`config.mk`:
```
export PLATFORM = sky130hd
export DESIGN_NAME = srmv_ofifo
export DESIGN_NICKNAME = d
export VERILOG_FILES = /design/src/sv/sparse_row_matrix_vector_product_top_macros.svh /design/src/sv/srmv_pkg.sv /design/src/sv/srmv_ofifo.sv
export SDC_FILE = /design/constraint.sdc
export NUM_CORES = 1
export LEC_CHECK = 0
export ABC_CLOCK_PERIOD_IN_PS = 5000
export BUFFER_PORTS_ARGS = -buffer_cell sky130_fd_sc_hd__buf_2
export CELL_PAD_IN_SITES_DETAIL_PLACEMENT = 1
export CELL_PAD_IN_SITES_GLOBAL_PLACEMENT = 2
export CORE_MARGIN = 3
export CORE_UTILIZATION = 30
export DETAILED_ROUTE_END_ITERATION = 12
export GPL_TIMING_DRIVEN = 1
export PLACE_DENSITY_LB_ADDON = 0.1
export RECOVER_POWER = 100
export SYNTH_ARGS = -nofsm -noshare
export SYNTH_HDL_FRONTEND = slang
export SYNTH_SLANG_ARGS = --single-unit
export TNS_END_PERCENT = 1
```
`constraint.sdc`:
```
create_clock -name i_clk -period 5 [get_ports i_clk]
set_input_delay 1 -clock i_clk [delete_from_list [all_inputs] [get_ports i_clk]]
set_output_delay 1 -clock i_clk [all_outputs]
set_load 0.01 [all_outputs]
```
`src/sv/sparse_row_matrix_vector_product_top_macros.svh`:
```
// assertion macros for the sparse row matrix vector product block
`ifndef SPARSE_ROW_MATRIX_VECTOR_PRODUCT_TOP_MACROS_SVH
`define SPARSE_ROW_MATRIX_VECTOR_PRODUCT_TOP_MACROS_SVH

// same-cycle implication
`define SRMV_ASSERT_NOW(lbl, clk, rst_n, ante, cons) \
    lbl: assert property (@(posedge clk) disable iff (!rst_n) (ante) |-> (cons)) \
        else $error("srmv check failed");

// next-cycle implication
`define SRMV_ASSERT_NEXT(lbl, clk, rst_n, ante, cons) \
    lbl: assert property (@(posedge clk) disable iff (!rst_n) (ante) |=> (cons)) \
        else $error("srmv check failed");

`endif

```
`src/sv/srmv_pkg.sv`:
```
// shared types and constants for the sparse row matrix vector product block
package srmv_pkg;

    localparam int IDX_W    = 12;
    localparam int FIELD_W  = 32;
    localparam int WIDE_W   = 128;

    localparam int VECTOR_DEPTH_DEF = 4096;
    localparam int DATA_WIDTH_DEF   = 32;
    localparam int ACC_WIDTH_DEF    = 64;
    localparam int FRAC_BITS_DEF    = 16;

    localparam int OFIFO_DEPTH = 8;
    localparam int CREDIT_W    = $clog2(OFIFO_DEPTH + 1);

    localparam logic [1:0] OP_LOAD    = 2'd0;
    localparam logic [1:0] OP_ROW     = 2'd1;
    localparam logic [1:0] OP_OFFDIAG = 2'd2;

    typedef struct packed {
        logic               valid;
        logic [1:0]         op;
        logic               last;
        logic [IDX_W-1:0]   row;
        logic [FIELD_W-1:0] coef;
        logic [FIELD_W-1:0] rhs;
    } t_item;

    typedef struct packed {
        logic [IDX_W-1:0]   row;
        logic [FIELD_W-1:0] value;
        logic               sat;
    } t_res;

endpackage

```
`src/sv/srmv_ofifo.sv`:
```
// result queue between the pipeline and the output channel
module srmv_ofifo (
    input  logic           i_clk,
    input  logic           i_rst_n,
    input  logic           i_push,
    input  srmv_pkg::t_res i_data,
    input  logic           i_pop,
    output logic           o_valid,
    output srmv_pkg::t_res o_data
);

    localparam int PW = $clog2(srmv_pkg::OFIFO_DEPTH);

    srmv_pkg::t_res                  r_buf [srmv_pkg::OFIFO_DEPTH];
    logic [PW-1:0]                   r_wp;
    logic [PW-1:0]                   r_rp;
    logic [srmv_pkg::CREDIT_W-1:0]   r_cnt;

    always_ff @(posedge i_clk) begin
        if (i_push) begin
            r_buf[r_wp] <= i_data;
        end
    end

    always_ff @(posedge i_clk) begin
        if (!i_rst_n) begin
            r_wp  <= '0;
            r_rp  <= '0;
            r_cnt <= '0;
        end else begin
            if (i_push) begin
                r_wp <= r_wp + PW'(1);
            end
            if (i_pop) begin
                r_rp <= r_rp + PW'(1);
            end
            r_cnt <= r_cnt + srmv_pkg::CREDIT_W'(i_push) - srmv_pkg::CREDIT_W'(i_pop);
        end
    end

    assign o_valid = (r_cnt != '0);
    assign o_data  = r_buf[r_rp];

endmodule

```
* After elaboration in Yosys (flattened, before gate mapping)
Memory sizes are Yosys's and may differ from the RTL's. A register that Yosys moved wholly into a read port is not among the register bits. Cells that the tools add are included.
Word-level totals: register bits 10, memory bits (writable) 360, bits of input ports 49, memories kept 1
Memories:
- r_buf | depth 8, bits a word 45, read ports 1, clocked after Yosys merged registers in 1, wr ports 1, line srmv_ofifo.sv:14 | srmv_pkg::t_res r_buf [srmv_pkg::OFIFO_DEPTH];
Cells by class: add/sub/neg operators 4, mux-type cells 4, reductions and logical operators 1
Operator list (count):
- $add A3 B1 Y3 const B | 2
- $mux W3 | 2
- $add A4 B1 Y4 | 1
- $reduce_bool A4 Y1 | 1
- $sub A4 B1 Y4 | 1
- $mux W1 | 2

* Longest topological paths before layout
word-level depth 3, gate-level depth with buffers 8, depth with buffers taken out 8

* Worst setup path before layout
Ideal clock, no wire load.
kind input -> register, from input i_push, to memory r_buf[0][0] (netlist bit), enable pin, setup time 0.503 ns, arrival 4.171 ns, data required time 4.497 ns, setup slack 0.325 ns, cell stages on the path 2, path buffers 0, cell sequence nand2b_1 -> nor3_1
On the way: cells in the longest elaborated chain, start to end 2
Ends and longest elaborated chain:
- from (decl) | line srmv_ofifo.sv:5 | input logic i_push,
- $mux W1 | line srmv_ofifo.sv:20 | if (i_push) begin
- $mux W1 (not written as such) | line srmv_ofifo.sv:21 | r_buf[r_wp] <= i_data;
- to (decl) | line srmv_ofifo.sv:14
No other way between the ends.

==> qor.txt <==
Synth top area cells: edfxtp_1, mux4_1, mux2_2, dfxtp_1, buf_6
Async set-reset flop share out of synthesis: 0%
CTS Root Cell: clkbuf_16
Library cells used by synthesis: 23
GP Congestion: 0.645
Final setup skew: 0.0130 ns
Pin count of the biggest net entering global routing: 58
Yosys reg bits: 373
Maximum clock frequency: 237 MHz
Sequential area share after synthesis: 76.4%
CP required: 4.00 ns
Vias in the first global route: 7086
FF/Latch Area: 11100 um^2
Post-route DRC violation count: 0
Final Max Tran Viols: 168
Placed insts: 1279
Min-Delay Path Class: reg2reg
Crit path kind: reg2out
Failing checks: max-capacitance violations, max-slew violations
Maxcap violations: 8
Global route overflow: 0
Top-count cell post-synth: edfxtp_1
Final hold slack: 0.536 ns
Synthesized area: 14500 um^2
Worst skew pair latency: 0.56 ns
Met2 wire length: 16.6 mm
Clk slew on worst S/H paths: 0.06 ns
Worst EP arrival: 3.23 ns
Most frequent cells after synthesis: edfxtp_1, mux4_1, mux2_2
LEAKAGE: 0.00536 uW
Post-CTS setup buffer count: 0
Status: finished, violations left
# rows: 79
# setup viols final: 0
Final min period: 4.23 ns
Layout net count: 774
Die ar.: 50900 um^2
Number of buffers created by CTS: 43
I/O Pins: 95
Area occupied by multi-input gates: 3210 um^2
# H-tree levels: 2
Die width: 226 um
CP Max Fanout: 34
Via count: 6350
Drt total wl: 32.3 mm
Core ar.: 47100 um^2
First-pass GRT wire length: 47.2 mm
Crit share post-route: 84.6%
Vias per inst: 4.69
Drt wl/cell: 23.8 um
Post-synth top area share: 74.7%
Crit start category: register
Fin cells: 1355
Synth area leader: edfxtp_1
Synth Warn #: 0
Port Buffer Count: 94
N_diodes: 0
Final setup TNS: 0 ns
Final hold violation count: 0
Initial core utilization: 30.7%
EDFF count, synth: 360
Post-DRT Antenna Nets: 0
Clock Sinks: 373
Worst reg-to-reg setup slack: 1.42 ns
Rel. slew slack: -76.5%
Clock Tree Buf Depth: 3
Syn Area/Cell: 24.7 um^2
Hold Buf Count CTS: 0
Dominant synthesized flop cell: edfxtp_1
Max rail drop VDD: 0.000289 V
Share of cells above drive strength 1: 15.5%
GRT Total Usage: 12.8%
Initial DRT Pass Iterations: 5
Wire length on met3: 1.45 mm
Initial antenna violation count: 2
Worst slew pin tran: 2.65 ns
Area delta synth->final: 16.5%
PD cells: 416 nW/um^2
FILL cells: 4486
Highest Signal Layer: met5
Post-CTS Resized: 0
Drt initial violations: 333
Met1 Routed Length: 13.6 mm
RSZ-0062 raised after global routing: no
Crit end category: output port
CTS tree: yes
DP HPWL: 17.5 mm
Synth Instances: 587
Die Height: 226 um
Post-synthesis net count: 644
-- logic make-up (layout without fill, tap and decap cells) --
| group | Yosys count | after routing | share of synthesized area, % |
|---|---|---|---|
| AO/OA/AOI/OAI | 2 | 2 | 0.0864 |
| XOR/XNOR | 5 | 5 | 0.302 |
| adder cells (fa/ha/maj) | 8 | 8 | 0.743 |
| buffers and inverters | 33 | 194 | 1.39 |
| flip-flops | 373 | 373 | 76.4 |
| multiplexers | 138 | 138 | 20.0 |
| AND/OR/NAND/NOR | 28 | 28 | 0.994 |
-- flip-flops by register name, indices dropped and copies added (netlist names), named ones only --
signal	flops
r_wp	3
r_rp	3
r_buf	360
r_cnt	4
-- final cells by class --
type | instances | share of cell area [%]
Clock buffer | 59 | 6.86
Clock inverter | 17 | 0.845
Sequential cell | 373 | 65.6
Inverter | 7 | 0.156
Multi-Input combinational cell | 181 | 19.0
Tap cell | 607 | 4.50
Timing Repair Buffer | 111 | 2.97
-- power by group --
part           internal, uW  switching (uW)
sequential             3530            38.7
combinational           240             291
clock                  1720            1200
total                  5480            1530
-- path summary, 6_finish.rpt --
| path | startpoint | to | cells past startpoint |
|---|---|---|---|
| min | r_rp[1] | register | 2 |
| max reg2reg | r_wp[0] | r_buf[6][30] | 3 |
| max | register | o_data[20] | 4 |
| min reg2reg | r_rp[1] | register | 2 |
-- cells in the final DEF (no fill, tap or decap) --
| master | count |
|---|---|
| edfxtp_1 | 360 |
| clkbuf_1 | 92 |
| mux4_1 | 90 |
| clkbuf_16 | 44 |
| mux2_2 | 27 |
| buf_2 | 23 |
| mux2_1 | 18 |
| dfxtp_1 | 10 |
| clkinv_1 | 9 |
| inv_1 | 7 |
| ha_1 | 7 |
| nor2_1 | 6 |
| nand2_1 | 5 |
| and2_0 | 5 |
| buf_4 | 5 |
| nand2b_1 | 4 |
| clkbuf_2 | 4 |
| mux2i_1 | 3 |
| nor2b_1 | 3 |
| xnor2_1 | 3 |
| clkinv_2 | 3 |
| nor3_1 | 2 |
| xor2_1 | 2 |
| and2_1 | 2 |
| dfxtp_2 | 2 |
| bufinv_16 | 2 |
| buf_12 | 2 |
| nand3_1 | 1 |
| a21o_1 | 1 |
| a21oi_1 | 1 |
| fa_1 | 1 |
| dfxtp_4 | 1 |
| clkinv_8 | 1 |
| inv_6 | 1 |
| clkinv_4 | 1 |
-- stage by stage --
| stage | setup slack (ns) | util [%] | total power (uW) | instance area [um^2] |
|---|---|---|---|---|
| 3_3_place_gp | 1.69 | 33.5 | 4190 | 15800 |
| 5_1_grt | 0.569 | 35.8 | 7330 | 16900 |
| 3_5_place_dp | 1.68 | 33.5 | 4210 | 15800 |
| 2_1_floorplan | 0.325 | - | 3970 | 14500 |
| 4_1_cts | 1.06 | 36.3 | 7180 | 17100 |
| 6_report | 0.772 | 35.8 | 7010 | 16900 |
-- worst max-delay path, cell delays in order (launching register included) --
cell and delay (ns):
dfxtp_2 1.05, buf_4 0.49, mux4_1 0.59, mux2_1 0.35, buf_2 0.16
-- per-layer routing --
layer | GRT usage [%] | up-vias
met2 | 22.1 | 139
met3 | 3.09 | 44
met4 | 3.55 | 2
met1 | 16.1 | 3341
li1 | - | 2824
met5 | 0 | -
(Power assumes the default switching activity.)
