`src/sv/sparse_row_matrix_vector_product_top_macros.svh`:
```
// assertion macros for the sparse row matrix vector product block
`ifndef SPARSE_ROW_MATRIX_VECTOR_PRODUCT_TOP_MACROS_SVH
`define SPARSE_ROW_MATRIX_VECTOR_PRODUCT_TOP_MACROS_SVH

// same-cycle implication
`define SRMV_ASSERT_NOW(lbl, clk, rst_n, ante, cons) \
    lbl: assert property (@(posedge clk) disable iff (!rst_n) (ante) |-> (cons)) \
        else $error("srmv check failed");

// next-cycle implication
`define SRMV_ASSERT_NEXT(lbl, clk, rst_n, ante, cons) \
    lbl: assert property (@(posedge clk) disable iff (!rst_n) (ante) |=> (cons)) \
        else $error("srmv check failed");

`endif

```
`src/sv/srmv_pkg.sv`:
```
// shared types and constants for the sparse row matrix vector product block
package srmv_pkg;

    localparam int IDX_W    = 12;
    localparam int FIELD_W  = 32;
    localparam int WIDE_W   = 128;

    localparam int VECTOR_DEPTH_DEF = 4096;
    localparam int DATA_WIDTH_DEF   = 32;
    localparam int ACC_WIDTH_DEF    = 64;
    localparam int FRAC_BITS_DEF    = 16;

    localparam int OFIFO_DEPTH = 8;
    localparam int CREDIT_W    = $clog2(OFIFO_DEPTH + 1);

    localparam logic [1:0] OP_LOAD    = 2'd0;
    localparam logic [1:0] OP_ROW     = 2'd1;
    localparam logic [1:0] OP_OFFDIAG = 2'd2;

    typedef struct packed {
        logic               valid;
        logic [1:0]         op;
        logic               last;
        logic [IDX_W-1:0]   row;
        logic [FIELD_W-1:0] coef;
        logic [FIELD_W-1:0] rhs;
    } t_item;

    typedef struct packed {
        logic [IDX_W-1:0]   row;
        logic [FIELD_W-1:0] value;
        logic               sat;
    } t_res;

endpackage

```
`src/sv/srmv_mac.sv`:
```
// multiply, accumulate, residual and saturation stages
module srmv_mac #(
    parameter int DATA_WIDTH = srmv_pkg::DATA_WIDTH_DEF,
    parameter int ACC_WIDTH  = srmv_pkg::ACC_WIDTH_DEF,
    parameter int FRAC_BITS  = srmv_pkg::FRAC_BITS_DEF
) (
    input  logic                  i_clk,
    input  logic                  i_rst_n,
    input  logic                  i_mode,
    input  srmv_pkg::t_item       i_item,
    input  logic [DATA_WIDTH-1:0] i_vec,
    output logic                  o_valid,
    output srmv_pkg::t_res        o_res
);

    localparam int DW = DATA_WIDTH;
    localparam int AW = ACC_WIDTH;
    localparam int WW = srmv_pkg::WIDE_W;

    // multiply stage
    logic                         r2_valid;
    logic [1:0]                   r2_op;
    logic                         r2_last;
    logic [srmv_pkg::IDX_W-1:0]   r2_row;
    logic [DW-1:0]                r2_rhs;
    logic signed [2*DW-1:0]       r2_prod;

    // accumulate stage
    logic [AW-1:0]                r_acc;
    logic [AW-1:0]                n_acc;
    logic [srmv_pkg::IDX_W-1:0]   r_row;
    logic [DW-1:0]                r_rhs;
    logic                         r_emit;

    // residual stage
    logic                         r4_valid;
    logic [AW-1:0]                r4_v;
    logic [srmv_pkg::IDX_W-1:0]   r4_row;

    logic signed [2*DW-1:0]       prod_sh;
    logic signed [WW-1:0]         prod_wide;
    logic signed [WW-1:0]         rhs_wide;
    logic [AW-1:0]                inc;
    logic [AW-1:0]                rhs_acc;
    logic [DW-1:0]                sat_val;
    logic                         sat;
    logic signed [WW-1:0]         out_wide;

    always_ff @(posedge i_clk) begin
        r2_op   <= i_item.op;
        r2_last <= i_item.last;
        r2_row  <= i_item.row;
        r2_rhs  <= i_item.rhs[DW-1:0];
        r2_prod <= $signed(i_item.coef[DW-1:0]) * $signed(i_vec);
    end

    assign prod_sh   = r2_prod >>> FRAC_BITS;
    assign prod_wide = WW'(prod_sh);
    assign inc       = prod_wide[AW-1:0];

    always_comb begin
        n_acc = r_acc;
        if (r2_valid) begin
            case (r2_op)
                srmv_pkg::OP_ROW:     n_acc = inc;
                srmv_pkg::OP_OFFDIAG: n_acc = r_acc + inc;
                default:              n_acc = r_acc;
            endcase
        end
    end

    always_ff @(posedge i_clk) begin
        if (!i_rst_n) begin
            r2_valid <= 1'b0;
            r_acc    <= '0;
            r_row    <= '0;
            r_rhs    <= '0;
            r_emit   <= 1'b0;
            r4_valid <= 1'b0;
        end else begin
            r2_valid <= i_item.valid;
            r_acc    <= n_acc;
            r_emit   <= r2_valid && r2_last;
            r4_valid <= r_emit;
            if (r2_valid && r2_op == srmv_pkg::OP_ROW) begin
                r_row <= r2_row;
                r_rhs <= r2_rhs;
            end
        end
    end

    assign rhs_wide = WW'($signed(r_rhs));
    assign rhs_acc  = rhs_wide[AW-1:0];

    always_ff @(posedge i_clk) begin
        r4_row <= r_row;
        r4_v   <= i_mode ? (rhs_acc - r_acc) : r_acc;
    end

    generate
        if (AW > DW) begin : g_clip
            logic [AW-DW:0] upper;
            logic           fits;
            assign upper   = r4_v[AW-1:DW-1];
            assign fits    = (&upper) || !(|upper);
            assign sat     = !fits;
            assign sat_val = fits ? r4_v[DW-1:0]
                           : (r4_v[AW-1] ? {1'b1, {(DW-1){1'b0}}}
                                         : {1'b0, {(DW-1){1'b1}}});
        end else begin : g_noclip
            logic signed [WW-1:0] acc_wide;
            assign acc_wide = WW'($signed(r4_v));
            assign sat      = 1'b0;
            assign sat_val  = acc_wide[DW-1:0];
        end
    endgenerate

    assign out_wide    = WW'($signed(sat_val));
    assign o_valid     = r4_valid;
    assign o_res.row   = r4_row;
    assign o_res.value = out_wide[srmv_pkg::FIELD_W-1:0];
    assign o_res.sat   = sat;

endmodule

```
`config.mk`:
```
export PLATFORM = sky130hd
export DESIGN_NAME = srmv_mac
export DESIGN_NICKNAME = d
export VERILOG_FILES = /design/src/sv/sparse_row_matrix_vector_product_top_macros.svh /design/src/sv/srmv_pkg.sv /design/src/sv/srmv_mac.sv
export SDC_FILE = /design/constraint.sdc
export NUM_CORES = 2
export LEC_CHECK = 0
export CAP_MARGIN = 20
export CORE_MARGIN = 2
export CORE_UTILIZATION = 52
export CTS_CLUSTER_SIZE = 24
export DETAILED_ROUTE_END_ITERATION = 16
export DONT_BUFFER_PORTS = 1
export GPL_TIMING_DRIVEN = 0
export PLACE_DENSITY = 0.78
export SLEW_MARGIN = 20
export SYNTH_ARGS = -nofsm -noshare
export SYNTH_HDL_FRONTEND = slang
export SYNTH_SLANG_ARGS = --single-unit
export TNS_END_PERCENT = 5
```
`constraint.sdc`:
```
create_clock -name i_clk -period 7.8 [get_ports i_clk]
set_input_delay 0.39 -clock i_clk [delete_from_list [all_inputs] [get_ports i_clk]]
set_output_delay 0.39 -clock i_clk [all_outputs]
set_load 0.01 [all_outputs]
```
Word-level counts from Yosys, hierarchy flattened
Index checks and enable logic that the tools add are counted.
{"block": "op_classes", "mux": 4, "reduce_logical": 9, "add_sub_neg": 2, "n_eq_ne": 2, "n_mul": 1}
{"cell": "$pmux W64 S2", "count": 1}
{"cell": "$add A64 B64 Y64", "count": 1}
{"cell": "$mul A32 B32 Y64", "count": 1}
{"cell": "$mux W32", "count": 2}
{"cell": "$mux W64", "count": 1}
{"cell": "$sub A64 B64 Y64", "count": 1}
{"cell": "$reduce_and A33 Y1", "count": 1}
{"cell": "$reduce_or A33 Y1", "count": 1}
{"cell": "$eq A2 B1 Y1 const B", "count": 1}
{"cell": "$eq A2 B2 Y1 const B", "count": 1}
{"cell": "$logic_and A1 B1 Y1", "count": 2}
{"cell": "$logic_not A1 Y1", "count": 2}
{"cell": "$reduce_and A2 Y1", "count": 1}
{"cell": "$reduce_bool A2 Y1", "count": 1}
{"cell": "$logic_or A1 B1 Y1", "count": 1}
{"block": "word_totals", "in_bits": 115, "output_inout_bits": 46, "elab_cells": 31, "ff_bits": 298}

Depth between registers and ports, before layout
{"block": "depth", "depth_word": 4, "mapped_depth": 29, "ltp_nobuf": 28}

Worst setup path after synthesis
No wires, ideal clock.
{"block": "synth_path", "path_kind": "input -> register", "start": "in i_item[63] in the netlist's numbering", "end": "reg r2_prod[63]", "n_path_buf": 1, "t_arrival_ns": 7.649, "slack_ns": 0.030, "required_ns": 7.679, "path_stages": 24, "setup_ns": 0.121, "path_cell_list": "clkbuf_1 > nand2_1 > inv_1 > fa_1 > fa_1 > fa_1 > inv_1 > fa_1 > inv_1 > fa_1 > fa_1 > inv_1 > fa_1 > fa_1 > inv_1 > ha_1 > and3_1 > nand2_1 > nor2_1 > a211o_1 > a21oi_1 > o21ai_0 > o41a_1 > xnor2_1"}
{"block": "synth_via", "elab_chain_cells": 1}
{"element": "start: declaration", "line_no": "srmv_mac.sv:10", "source": "input srmv_pkg::t_item i_item,"}
{"element": "$mul A32 B32 Y64", "line_no": "srmv_mac.sv:54", "source": "r2_prod <= $signed(i_item.coef[DW-1:0]) * $signed(i_vec);"}
{"element": "end signal: assignment", "line_no": "srmv_mac.sv:54"}
{"element": "end: declaration", "line_no": "srmv_mac.sv:26", "source": "logic signed [2*DW-1:0] r2_prod;"}
Every way passes these cells.
A chain may end at the register's enable or synchronous reset.

Final worst setup path
{"block": "layout_path", "start": "in i_vec[8]", "end": "reg r2_prod[63]"}
{"block": "layout_via", "elab_chain_cells": 1}
{"element": "start: declaration", "line_no": "srmv_mac.sv:11", "source": "input logic [DATA_WIDTH-1:0] i_vec,"}
{"element": "$mul A32 B32 Y64", "line_no": "srmv_mac.sv:54"}
Every way passes these cells.

==> out/qor.yml <==
floorplan:
  die_h_um: 319
  die_w_um: 319
  rows: 115
  dieArea_um2: 102000
  start_util_pct: 52.5
  io_pins: 161
  coreArea_um2: 98400
timing:
  hold_ws_ps: 339
  period_share_pct: 99.9
  slew_headroom_pct: 34.5
  worstMarginPinSlew_ps: 982
  max_freq_mhz: 128
  finalCriticalPeriod_ps: 7790
  final_max_slew_viol_count: 0
  finalHoldViolations: 0
  finalSetupViolCount: 0
  setup-tns-final_ps: 0
  rsz0062_at_grt: "yes"
  worst_clock_skew_ps: 30.9
cts:
  cts_tree: "yes"
  cts_buffers: 31
  clockRootBuffer: "clkbuf_16"
  clockBufferDepth: 3
  cts.sinks: 282
  path_clk_slew_ps: 70
  cts_htree_levels: 1
  clock_latency_ps: 600
run:
  maxCapViolCount: 0
placement:
  gp_congestion: 1.06
  port_buffers: 0
  post-dp-hpwl_um: 142000
hold_path:
  whs_path_depth: 0
  hold_path_class: "reg -> reg"
  whs_endpoint: "r4_row[5]"
  hold_start: "r_row[5]"
synth:
  synth_top_family_by_area: "adder cells"
  yosysWarnings: 0
  synth_xor_area_share_pct: 2.74
  synth_fp_nets: 7256
  ys_types: 81
  synth-seq-cells: 282
  synthCells: 5750
  syn_area_per_cell_um2: 8.99
  synthMuxAreaShare_pct: 0.915
  synthArstFlopShare_pct: 0
  synth_compound_area_share_pct: 9.95
  synthFlopType: "dfxtp_1"
  netlist_area_um2: 51700
  ys_top_cells_by_area: "fa_1 42%, dfxtp_1 11%, inv_1 7.7%, ha_1 7.5%, and2_1 6.4%"
  yosysTopAreaCell: "fa_1"
  synth_edf_count: 0
  synth_top_cell_area_share_pct: 41.9
  synthAdderAreaFrac_pct: 49.4
  synth_simple_gate_area_share_pct: 16.2
  ys_seq_area_share_pct: 10.9
worst_setup_path:
  worstPathMaxFanout: 10
  r2r_slack_ps: 2960
  arrival_ps: 8270
  startpoint_type: "input pin"
  required_ps: 8270
  r2r_end: "r_acc[48]"
  reg2reg_depth: 13
  reg2reg_from: "r_acc[1]"
  worst_setup_path_end_kind: "flip-flop"
  worst-setup-path-type: "in -> reg"
detailed_routing:
  dr.pass1.iters: 5
  wl_per_cell_um: 23.6
  drtIter0Drc: 4035
  via_per_inst: 5.86
  ant_nets: 0
  wl_um: 169000
  drc_errors: 0
  vias: 42000
grt:
  grt_pass1_wl_um: 260000
  grt_pass1_vias: 44000
  grt_start_max_net_pins: 36
  grt_overflow_total: 0
  grt_usage_pct: 33.5
  antenna_found_initial: 9
cells_and_area:
  drive_above_1_share_pct: 4.61
  finalNetCount: 7345
  area_growth_pct: 6.82
run_status:
  outcome: "finished clean"
==> stage by stage <==
step / util [%] / setup slack, ps / instance area, um2 / instances
6_report: 56.1 / 5.24 / 55200 / 7161
5_1_grt: 56.1 / -217 / 55200 / 7151
4_1_cts: 56.0 / -34.1 / 55100 / 7151
3_5_place_dp: 54.2 / -1470 / 53300 / 7037
3_3_place_gp: 54.2 / -1650 / 53300 / 7037
2_1_floorplan: - / 30.1 / 51700 / 5750
==> logic make-up (layout without fill, tap and decap cells) <==
logic type / count (synthesis) / in the layout
muxes: 47 / 47
and+or+nand+nor: 1702 / 1702
buffers and inverters: 1365 / 1478
xor gates and xnor gates: 162 / 162
adders and majority gates: 1391 / 1391
other: 0 / 11
DFF: 282 / 282
AOI/OAI and AO/OA: 801 / 801
==> cell usage in the layout (no fill, tap or decap), types with 12 or more instances in the layout <==
cell,n
a21o_1,120
nor2_1,153
clkbuf_16,31
dfxtp_1,281
nand4_1,51
a31oi_1,27
dlygate4sd3_1,48
ha_1,307
nand2b_1,31
a221oi_1,14
nand2_1,731
nor2b_1,46
buf_4,13
o211ai_1,19
nor3_1,27
a211oi_1,53
or3_1,12
inv_1,1056
o21bai_1,27
fa_1,1081
xor2_1,61
o21ai_1,12
mux2i_1,45
clkbuf_1,146
and2_1,528
a21oi_1,269
o21a_1,15
o21ai_0,150
xnor2_1,100
and3_1,24
nand3_1,57
clkbuf_2,133
==> sequential cells by signal (all words and copies together), names as in the netlist, 2 cells and up <==
name	cells
r_acc	64
r2_op	2
r4_v	64
r4_row	12
r_row	12
r_rhs	32
r2_rhs	32
r2_prod	48
r2_row	12
==> how the worst max path moves through the flow <==
stage,startpoint,to,slack [ps]
2_1_floorplan,i_item[63],r2_prod[63],30
3_3_place_gp,i_vec[2],r2_prod[63],-1650
3_5_place_dp,i_vec[2],r2_prod[63],-1470
4_1_cts,i_item[50],r2_prod[63],-30
5_1_grt,i_item[35],r2_prod[63],-220
6_report,i_vec[8],r2_prod[63],5
==> cells in the mapped netlist, drive strengths merged, types with 14 or more instances <==
cell / count
dfxtp: 282
nand2: 732
a31oi: 30
nor3: 28
inv: 1059
nor2: 153
and2: 529
nand4: 51
clkbuf: 292
nand2b: 31
ha: 308
and3: 24
xor2: 61
o21a: 15
nor2b: 46
a221oi: 14
a21oi: 272
fa: 1083
xnor2: 101
o21bai: 28
buf: 14
nand3: 59
mux2i: 45
a211oi: 53
o21ai: 163
a21o: 120
o211ai: 19
==> layout make-up <==
type	instances	area, um2
buffer	302	1340
inverter	1059	3980
timing repair buffer	60	571
tap	1287	1610
multi-input combinational	4103	41000
clock buffer	34	797
clock inverter	23	224
sequential	282	5650
fill	8705	43200
antenna	11	27.5
==> layer usage <==
metal | global-route usage, % | routed length (um)
met5 | 0 | 16
met4 | 16.8 | 10200
met3 | 9.21 | 20800
met2 | 51.3 | 73300
met1 | 44.0 | 64600
==> critical path, stage by stage <==
cell      delay [ps]
clkbuf_2         270
and2_1           270
fa_1             530
fa_1             570
inv_1             60
fa_1             490
fa_1             520
inv_1             60
fa_1             560
fa_1             430
fa_1             590
fa_1             470
ha_1             300
clkbuf_1         220
a21oi_1          190
o21ai_0          110
a21oi_1          190
o221ai_2         170
a221o_1          350
o211ai_1         250
nand3_2          190
a21oi_4          270
o21ai_1          130
o41a_1           400
xnor2_4          270
==> timing repair <==
item	CTS	global route
setup buffers	9	3
resized for setup	123	104
pin swaps	4	2
hold buffers	48	0
endpoints found under the setup margin	21	17
endpoints found under the hold margin	48	0
Power is not shown: default switching activity piles up to over one toggle a cycle in this logic, so the estimate is an artifact.
